--- src/rtl/sped_pkg.sv ---
`timescale 1ns / 1ps
package sped_pkg;

  // defaults of the top-level parameters
  localparam int SAMPLE_BITS_DEF     = 24;
  localparam int COEFF_FRAC_BITS_DEF = 16;

  // number of dry channels, one magnitude lane each
  localparam int LANES = 2;

  // wet gain, unsigned Q1.15
  localparam int             GAIN_BITS = 16;
  localparam logic [15:0]    GAIN_ONE  = 16'd32768;

  // register reset values, given at Q.16 coefficient and 23-bit level scale
  localparam int RELEASE_RST_Q16   = 655;
  localparam int THRESHOLD_RST_Q23 = 83886;

  localparam int CFG_INDEX_BITS = 3;

  typedef enum logic [CFG_INDEX_BITS-1:0] {
    REG_ATTACK,
    REG_RELEASE,
    REG_THRESHOLD,
    REG_DUCK_GAIN,
    REG_DUCK_ENABLE,
    REG_ACTIVE_CH
  } cfg_reg_t;

endpackage

--- src/rtl/sped_lane.sv ---
`timescale 1ns / 1ps
module sped_lane #(
  parameter int SAMPLE_BITS = sped_pkg::SAMPLE_BITS_DEF
) (
  input  logic                          clk,
  input  logic                          load,
  input  logic signed [SAMPLE_BITS-1:0] sample,
  output logic        [SAMPLE_BITS-2:0] mag
);
  import sped_pkg::*;

  localparam int LW = SAMPLE_BITS - 1;

  logic [SAMPLE_BITS-1:0] negated;
  logic [LW-1:0]          mag_next;

  always_comb begin
    negated = ~sample + SAMPLE_BITS'(1);
    if (!sample[SAMPLE_BITS-1]) begin
      mag_next = sample[LW-1:0];
    end else if (negated[SAMPLE_BITS-1]) begin
      // most negative code saturates to the top level
      mag_next = {LW{1'b1}};
    end else begin
      mag_next = negated[LW-1:0];
    end
  end

  always_ff @(posedge clk) begin
    if (load) begin
      mag <= mag_next;
    end
  end

endmodule

--- src/rtl/sped_env.sv ---
`timescale 1ns / 1ps
module sped_env #(
  parameter int SAMPLE_BITS     = sped_pkg::SAMPLE_BITS_DEF,
  parameter int COEFF_FRAC_BITS = sped_pkg::COEFF_FRAC_BITS_DEF
) (
  input  logic                                clk,
  input  logic                                rst,
  input  logic                                go,
  input  logic                                last,
  input  logic [SAMPLE_BITS-2:0]              mag_l,
  input  logic [SAMPLE_BITS-2:0]              mag_r,
  input  logic                                single_ch,
  input  logic [COEFF_FRAC_BITS:0]            atk_coeff,
  input  logic [COEFF_FRAC_BITS:0]            rel_coeff,
  input  logic [SAMPLE_BITS-2:0]              thr,
  input  logic [sped_pkg::GAIN_BITS-1:0]      duck_gain,
  input  logic                                duck_enable,
  output logic [sped_pkg::GAIN_BITS-1:0]      res_gain,
  output logic [SAMPLE_BITS-2:0]              res_peak,
  output logic                                res_duck
);
  import sped_pkg::*;

  localparam int LW = SAMPLE_BITS - 1;
  localparam int CW = COEFF_FRAC_BITS + 1;
  localparam int PW = LW + CW;
  localparam logic [CW-1:0] CoeffOne = CW'(1) << COEFF_FRAC_BITS;
  localparam logic [PW-1:0] RoundHalf = PW'(1) << (COEFF_FRAC_BITS - 1);

  logic [LW-1:0] env_lvl;
  logic [LW-1:0] blk_max;

  logic [LW-1:0] peak;
  logic          up;
  logic [LW-1:0] diff;
  logic [CW-1:0] coeff;
  logic [CW-1:0] coeff_sat;
  logic [PW-1:0] prod;
  logic [PW-1:0] rounded;
  logic [LW-1:0] step;
  logic [LW-1:0] env_next;
  logic [LW-1:0] max_next;

  always_comb begin
    // merge the lanes
    peak = mag_l;
    if (!single_ch && (mag_r > mag_l)) begin
      peak = mag_r;
    end

    up        = peak > env_lvl;
    diff      = up ? (peak - env_lvl) : (env_lvl - peak);
    coeff     = up ? atk_coeff : rel_coeff;
    coeff_sat = (coeff > CoeffOne) ? CoeffOne : coeff;
    prod      = {{CW{1'b0}}, diff} * {{LW{1'b0}}, coeff_sat};
    rounded   = prod + RoundHalf;
    // step never exceeds diff, so it fits the level width
    step      = rounded[COEFF_FRAC_BITS +: LW];
    env_next  = up ? (env_lvl + step) : (env_lvl - step);
    max_next  = (env_next > blk_max) ? env_next : blk_max;

    res_peak = max_next;
    res_duck = duck_enable && (max_next > thr);
    res_gain = GAIN_ONE;
    if (res_duck) begin
      res_gain = (duck_gain > GAIN_ONE) ? GAIN_ONE : duck_gain;
    end
  end

  always_ff @(posedge clk) begin
    if (rst) begin
      env_lvl <= '0;
      blk_max <= '0;
    end else if (go) begin
      env_lvl <= env_next;
      // next block starts its maximum from the current envelope
      blk_max <= last ? env_next : max_next;
    end
  end

endmodule

--- src/rtl/sidechain_peak_envelope_ducker_top.sv ---
`timescale 1ns / 1ps
// channel  dir  handshake             payload
// s_*      in   s_tvalid / s_tready   tdata: dry_left, dry_right; tlast: block_last
// m_*      out  m_tvalid / m_tready   tdata: wet_gain, block_peak_envelope;
//                                     tuser: ducking_active
// cfg_*    in   cfg_we                cfg_index, cfg_data
//
// one frame per cycle unless a block-end frame is held by a stalled result; a
// frame is registered in the magnitude lanes, then updates the envelope, and a
// block-end result is loaded into the output register as its frame leaves the lanes
// the envelope recursion (one multiply-add on its own value) sets the rate
// rst is synchronous; it restores the registers and clears envelope and block max
// while a result waits, non-final frames keep flowing past it, and the next
// block-end frame is taken into the lanes and held there
module sidechain_peak_envelope_ducker_top #(
  parameter int SAMPLE_BITS     = sped_pkg::SAMPLE_BITS_DEF,
  parameter int COEFF_FRAC_BITS = sped_pkg::COEFF_FRAC_BITS_DEF,
  localparam int LW   = SAMPLE_BITS - 1,
  localparam int CW   = COEFF_FRAC_BITS + 1,
  localparam int InW  = ((2 * SAMPLE_BITS + 7) / 8) * 8,
  localparam int OutW = ((sped_pkg::GAIN_BITS + LW + 7) / 8) * 8,
  localparam int MaxLC = (LW > CW) ? LW : CW,
  localparam int CfgW = (MaxLC > sped_pkg::GAIN_BITS) ? MaxLC : sped_pkg::GAIN_BITS
) (
  input  logic                                clk,
  input  logic                                rst,
  input  logic                                s_tvalid,
  output logic                                s_tready,
  input  logic [InW-1:0]                      s_tdata,   // dry_left, dry_right
  input  logic                                s_tlast,   // block_last
  output logic                                m_tvalid,
  input  logic                                m_tready,
  output logic [OutW-1:0]                     m_tdata,   // wet_gain, block_peak_envelope
  output logic                                m_tuser,   // ducking_active
  input  logic                                cfg_we,
  input  logic [sped_pkg::CFG_INDEX_BITS-1:0] cfg_index,
  input  logic [CfgW-1:0]                     cfg_data
);
  import sped_pkg::*;

  localparam logic [CW-1:0] AtkRst = CW'(1) << COEFF_FRAC_BITS;
  localparam logic [CW-1:0] RelRst = (COEFF_FRAC_BITS >= 16) ?
      CW'(RELEASE_RST_Q16 << (COEFF_FRAC_BITS - 16)) :
      CW'(RELEASE_RST_Q16 >> (16 - COEFF_FRAC_BITS));
  localparam logic [LW-1:0] ThrRst = (LW >= 23) ?
      LW'(THRESHOLD_RST_Q23 << (LW - 23)) :
      LW'(THRESHOLD_RST_Q23 >> (23 - LW));

  // configuration registers
  logic [CW-1:0]        atk_coeff;
  logic [CW-1:0]        rel_coeff;
  logic [LW-1:0]        thr;
  logic [GAIN_BITS-1:0] duck_gain;
  logic                 duck_enable;
  logic [1:0]           active_ch;

  always_ff @(posedge clk) begin
    if (rst) begin
      atk_coeff   <= AtkRst;
      rel_coeff   <= RelRst;
      thr         <= ThrRst;
      duck_gain   <= GAIN_ONE;
      duck_enable <= 1'b0;
      active_ch   <= 2'd2;
    end else if (cfg_we) begin
      unique case (cfg_reg_t'(cfg_index))
        REG_ATTACK:      atk_coeff   <= cfg_data[CW-1:0];
        REG_RELEASE:     rel_coeff   <= cfg_data[CW-1:0];
        REG_THRESHOLD:   thr         <= cfg_data[LW-1:0];
        REG_DUCK_GAIN:   duck_gain   <= cfg_data[GAIN_BITS-1:0];
        REG_DUCK_ENABLE: duck_enable <= cfg_data[0];
        REG_ACTIVE_CH:   active_ch   <= cfg_data[1:0];
        default: ;
      endcase
    end
  end

  // lane stage
  logic                 lane_valid;
  logic                 lane_last;
  logic                 in_load;
  logic                 out_free;
  logic                 env_go;
  logic [LW-1:0]        mags [LANES];

  assign out_free = !m_tvalid || m_tready;
  assign env_go   = lane_valid && (!lane_last || out_free);
  assign s_tready = !lane_valid || env_go;
  assign in_load  = s_tvalid && s_tready;

  for (genvar i = 0; i < LANES; i++) begin : g_lane
    sped_lane #(
      .SAMPLE_BITS(SAMPLE_BITS)
    ) u_lane (
      .clk   (clk),
      .load  (in_load),
      .sample(s_tdata[i*SAMPLE_BITS +: SAMPLE_BITS]),
      .mag   (mags[i])
    );
  end

  always_ff @(posedge clk) begin
    if (rst) begin
      lane_valid <= 1'b0;
    end else if (in_load) begin
      lane_valid <= 1'b1;
    end else if (env_go) begin
      lane_valid <= 1'b0;
    end
  end

  always_ff @(posedge clk) begin
    if (in_load) begin
      lane_last <= s_tlast;
    end
  end

  // envelope stage
  logic [GAIN_BITS-1:0] res_gain;
  logic [LW-1:0]        res_peak;
  logic                 res_duck;

  sped_env #(
    .SAMPLE_BITS    (SAMPLE_BITS),
    .COEFF_FRAC_BITS(COEFF_FRAC_BITS)
  ) u_env (
    .clk        (clk),
    .rst        (rst),
    .go         (env_go),
    .last       (lane_last),
    .mag_l      (mags[0]),
    .mag_r      (mags[1]),
    .single_ch  (!active_ch[1]),
    .atk_coeff  (atk_coeff),
    .rel_coeff  (rel_coeff),
    .thr        (thr),
    .duck_gain  (duck_gain),
    .duck_enable(duck_enable),
    .res_gain   (res_gain),
    .res_peak   (res_peak),
    .res_duck   (res_duck)
  );

  // output register
  logic [GAIN_BITS-1:0] out_gain;
  logic [LW-1:0]        out_peak;
  logic                 out_duck;
  logic                 res_load;

  assign res_load = env_go && lane_last;

  always_ff @(posedge clk) begin
    if (rst) begin
      m_tvalid <= 1'b0;
    end else if (res_load) begin
      m_tvalid <= 1'b1;
    end else if (m_tready) begin
      m_tvalid <= 1'b0;
    end
  end

  always_ff @(posedge clk) begin
    if (res_load) begin
      out_gain <= res_gain;
      out_peak <= res_peak;
      out_duck <= res_duck;
    end
  end

  assign m_tdata = OutW'({out_peak, out_gain});
  assign m_tuser = out_duck;

  // a fresh result only follows a block-end frame leaving the lanes
  a_result_source: assert property (@(posedge clk) disable iff (rst)
    (m_tvalid && !$past(m_tvalid)) |-> $past(lane_valid && lane_last))
    else $error("result without a block-end frame");

  // a frame held in the lanes is not dropped
  a_lane_hold: assert property (@(posedge clk) disable iff (rst)
    (lane_valid && !env_go) |=> lane_valid)
    else $error("lane frame lost");

  // gain is unity unless ducking, and never above unity
  a_gain_unity: assert property (@(posedge clk) disable iff (rst)
    (m_tvalid && !m_tuser) |-> (out_gain == GAIN_ONE))
    else $error("non-unity gain without ducking");

  a_gain_range: assert property (@(posedge clk) disable iff (rst)
    m_tvalid |-> (out_gain <= GAIN_ONE))
    else $error("gain above unity");

endmodule

--- config.mk ---
export PLATFORM = sky130hd
export DESIGN_NAME = sidechain_peak_envelope_ducker_top
export DESIGN_NICKNAME = d
export VERILOG_FILES = /design/src/rtl/sped_pkg.sv /design/src/rtl/sped_lane.sv /design/src/rtl/sped_env.sv /design/src/rtl/sidechain_peak_envelope_ducker_top.sv
export SDC_FILE = /design/constraint.sdc
export NUM_CORES = 2
export LEC_CHECK = 0
export BUFFER_PORTS_ARGS = -buffer_cell sky130_fd_sc_hd__buf_4
export CORE_ASPECT_RATIO = 0.6
export CORE_UTILIZATION = 50
export CTS_CLUSTER_SIZE = 10
export DETAILED_ROUTE_END_ITERATION = 10
export PLACE_DENSITY = 0.72
export SYNTH_ARGS = -nofsm -noshare
export SYNTH_HDL_FRONTEND = slang
export SYNTH_SLANG_ARGS = --single-unit
--- constraint.sdc ---
create_clock -name clk -period 26.7 [get_ports clk]
set_clock_uncertainty 0.05 [all_clocks]
set_input_delay 5.34 -clock clk [delete_from_list [all_inputs] [get_ports clk]]
set_output_delay 5.34 -clock clk [all_outputs]
set_load 0.02 [all_outputs]
==> summary.txt <==
Status
  • Status: completed

Drt
  • Via density: 5.70
  • Antenna-violating nets left: 0
  • DRC marker count from the first detailed-route iteration: between 2000 and 3000
  • Routed wire per std cell: approximately 21 um
  • Residual DRC count: 0
  • DRT Pass-1 Iters: 6
  • Vias: between 20000 and 25000
  • Routed WL: 83900 um

Floorplanning
  • Die Span X: 304 um
  • Initial Util: between 50% and 60%
  • Core area: about 53000 um^2
  • Die area: 55600 um^2
  • Core Rows: 65
  • IO Pins: 123
  • Die height: between 150 and 200 um

Synthesis
  • Compound-Gate Fraction of Synth Area: approximately an eighth
  • Register area share after synthesis: 18.6%
  • Post-synth top area cell: fa_1
  • Syn nets: 3887
  • Post-synthesis async set-or-reset flop share: 0%
  • Yosys cell types: 84
  • Synthesized area: 27300 um^2
  • Simple-Gate Fraction of Synth Area: 18.1%
  • Seq cells post-synth: 210
  • Synth top area cells: fa_1 23%, ha_1 12%, edfxtp_1 9.6%
  • Main combinational cell family by area after synthesis: adder cells
  • Syn_area_per_cell: 8.46 um^2
  • Adder-Cell Fraction of Synth Area: approximately a third
  • Yosys warns: 0
  • Post-synthesis xor/xnor area fraction: 4.42%
  • Mapped Cells: 3228
  • Synth Flop Type: dfxtp_1
  • Post-synth EDFFs: 87
  • Mux cell area share after synthesis: between 3 and 4%
  • Share of the synthesized area in the top cell type: 23.2%

CTS
  • Total CTS buffers: 24
  • Worst-skew pair later-pin latency: 540 ps
  • Clock-pin slew on the worst setup and hold paths: 70 ps
  • Setup bufs post-CTS: 0
  • CTS tree: built
  • CTS Buffer Depth: 3
  • Post-cts hold buffer count: 0
  • H-Tree Depth: 1
  • Cts repair resizes: 0
  • CTS Root Buffer Type: clkbuf_16
  • Clock sink total: 210

STA
  • FMAX: 0.0470 GHz
  • RSZ-0062 raised after global routing: no
  • Worst Max-Slew Pin Slew: 1330 ps
  • Pins over their slew limit: 0
  • Final min period: 21290 ps
  • # setup viols final: 0
  • Worst hold slack: 409 ps
  • Slew margin rel.: a little under an eighth
  • Setup tns final: 0 ps
  • Final Hold Viols: 0
  • Final Cycle Share: 79.7%

Min path
  • Min-delay worst type: register to register
  • Hold Path Stages: 2

GRT
  • Largest net degree at the start of global routing: 70
  • First-pass GRT wire length: 131000 um
  • All-layer global routing usage: 30.5%
  • Gr ovfl total: 0
  • Antenna violations before repair: 1
  • Vias in the first global route: 22200

Setup path
  • Max FO, Critical Path: 45
  • Crit. End Element: register
  • Critical path arrival: 21630 ps
  • CP max stage cell: xor2_1
  • Crit path kind: register to register
  • Critical path's largest stage delay: 1020 ps
  • FF-to-FF path depth: 86
  • Crit path required time: 27040 ps
  • Setup crit start kind: register

Placed design
  • Dpl hpwl: 68300 um
  • Buffers added on ports: between 100 and 150
  • Final GP Congestion: 1.04
  • Number of instances in the placed design: 3964

Final layout
  • Syn-to-layout area delta: 8.65%
  • Nets@finish: 3946
  • Fillcell total: about 5000
  • Post-Layout Cell Count: 4006
  • Layout cell share with drive strength beyond 1: under 10%

Run
  • Max-cap violations: 0
-- per-stage QoR --
| stage | area, um^2 | setup slack, ps | util [%] |
|---|---|---|---|
| floorplan | 27300 | 8180 | - |
| global placement | 29000 | 6120 | 54.5 |
| detailed placement | 29000 | 5770 | 54.5 |
| CTS | 29700 | 5710 | 55.8 |
| global route | 29700 | 4160 | 55.8 |
| finish | 29700 | 5410 | 55.8 |
-- area by class of cell --
type                    instances  area (um^2)  area share [%]
multi-input cells            2416        20000            67.5
well taps                     703          880            2.97
flip-flops and latches        210         5070            17.1
clock buffers                  40          661            2.23
inverters                     467         1750            5.91
clock inverters                 1         16.3          0.0548
repair buffers                168         1260            4.25
diodes                          1         2.50         0.00844
-- cells in the mapped netlist, types with 45 or more instances --
cell type,number
nand2_1,536
edfxtp_1,87
xnor2_1,65
xor2_1,69
a21o_1,54
inv_1,467
clkbuf_1,111
fa_1,316
nor2_1,279
dfxtp_1,123
a21oi_1,189
mux2i_1,45
o21ai_0,73
ha_1,263
-- worst paths after layout --
| check | startpoint | endpoint | slack [ps] |
|---|---|---|---|
| worst max register to register | g_lane[0].u_lane.mag[1] | out_gain[9] | 5410 |
| worst min-delay path | thr[17] | thr[17] | 410 |
| worst min register to register | thr[17] | thr[17] | 410 |
| worst max-delay path | g_lane[0].u_lane.mag[1] | out_gain[9] | 5410 |
-- placed cells by master (no fill, tap or decap), types with 32 or more instances in the layout --
master / n
a21o_1: 54
a21oi_1: 189
and2_1: 40
buf_4: 168
dfxtp_1: 123
edfxtp_1: 87
fa_1: 316
ha_1: 263
inv_1: 467
mux2_2: 43
mux2i_1: 45
nand2_1: 536
nand3_1: 39
nor2_1: 275
nor2b_1: 32
o21ai_0: 72
xnor2_1: 59
xor2_1: 67
-- registers in the layout (all words and copies together), names as in the netlist, 16 cells and up --
| signal | count |
|---|---|
| thr | 23 |
| out_gain | 16 |
| duck_gain | 16 |
| atk_coeff | 17 |
| u_env.env_lvl | 23 |
| out_peak | 23 |
| g_lane.u_lane.mag | 46 |
| u_env.blk_max | 23 |
| rel_coeff | 17 |
-- routing by layer --
| layer | global-route usage [%] | vias to the layer above | part of all wire, % |
|---|---|---|---|
| met4 | 4.47 | 0 | 1.5 |
| li1 | - | 10600 | - |
| met2 | 40.3 | 1157 | 37 |
| met5 | 0 | - | 0 |
| met3 | 11.8 | 100 | 14 |
| met1 | 46.8 | 11000 | 47 |
-- logic make-up after synthesis --
group / count (synthesis)
other: 1
and+or+nand+nor: 1112
buffers and inverters: 602
DFF: 210
AOI/OAI and AO/OA: 500
xor gates and xnor gates: 136
muxes: 88
adders and majority gates: 579
-- worst max-delay path: cells and delay by family (launching register included) --
kind	cells	cell delay, ps
flip-flops	1	360
adder cells (fa/ha/maj)	12	5380
XOR/XNOR	5	1750
buffers and inverters	10	1640
multiplexers	2	790
AND/OR/NAND/NOR	21	3760
AO/OA/AOI/OAI	36	7350
Power is left out: the tool's default activity adds up to more than one toggle a clock period on the data nets, which glitch-free logic cannot reach.
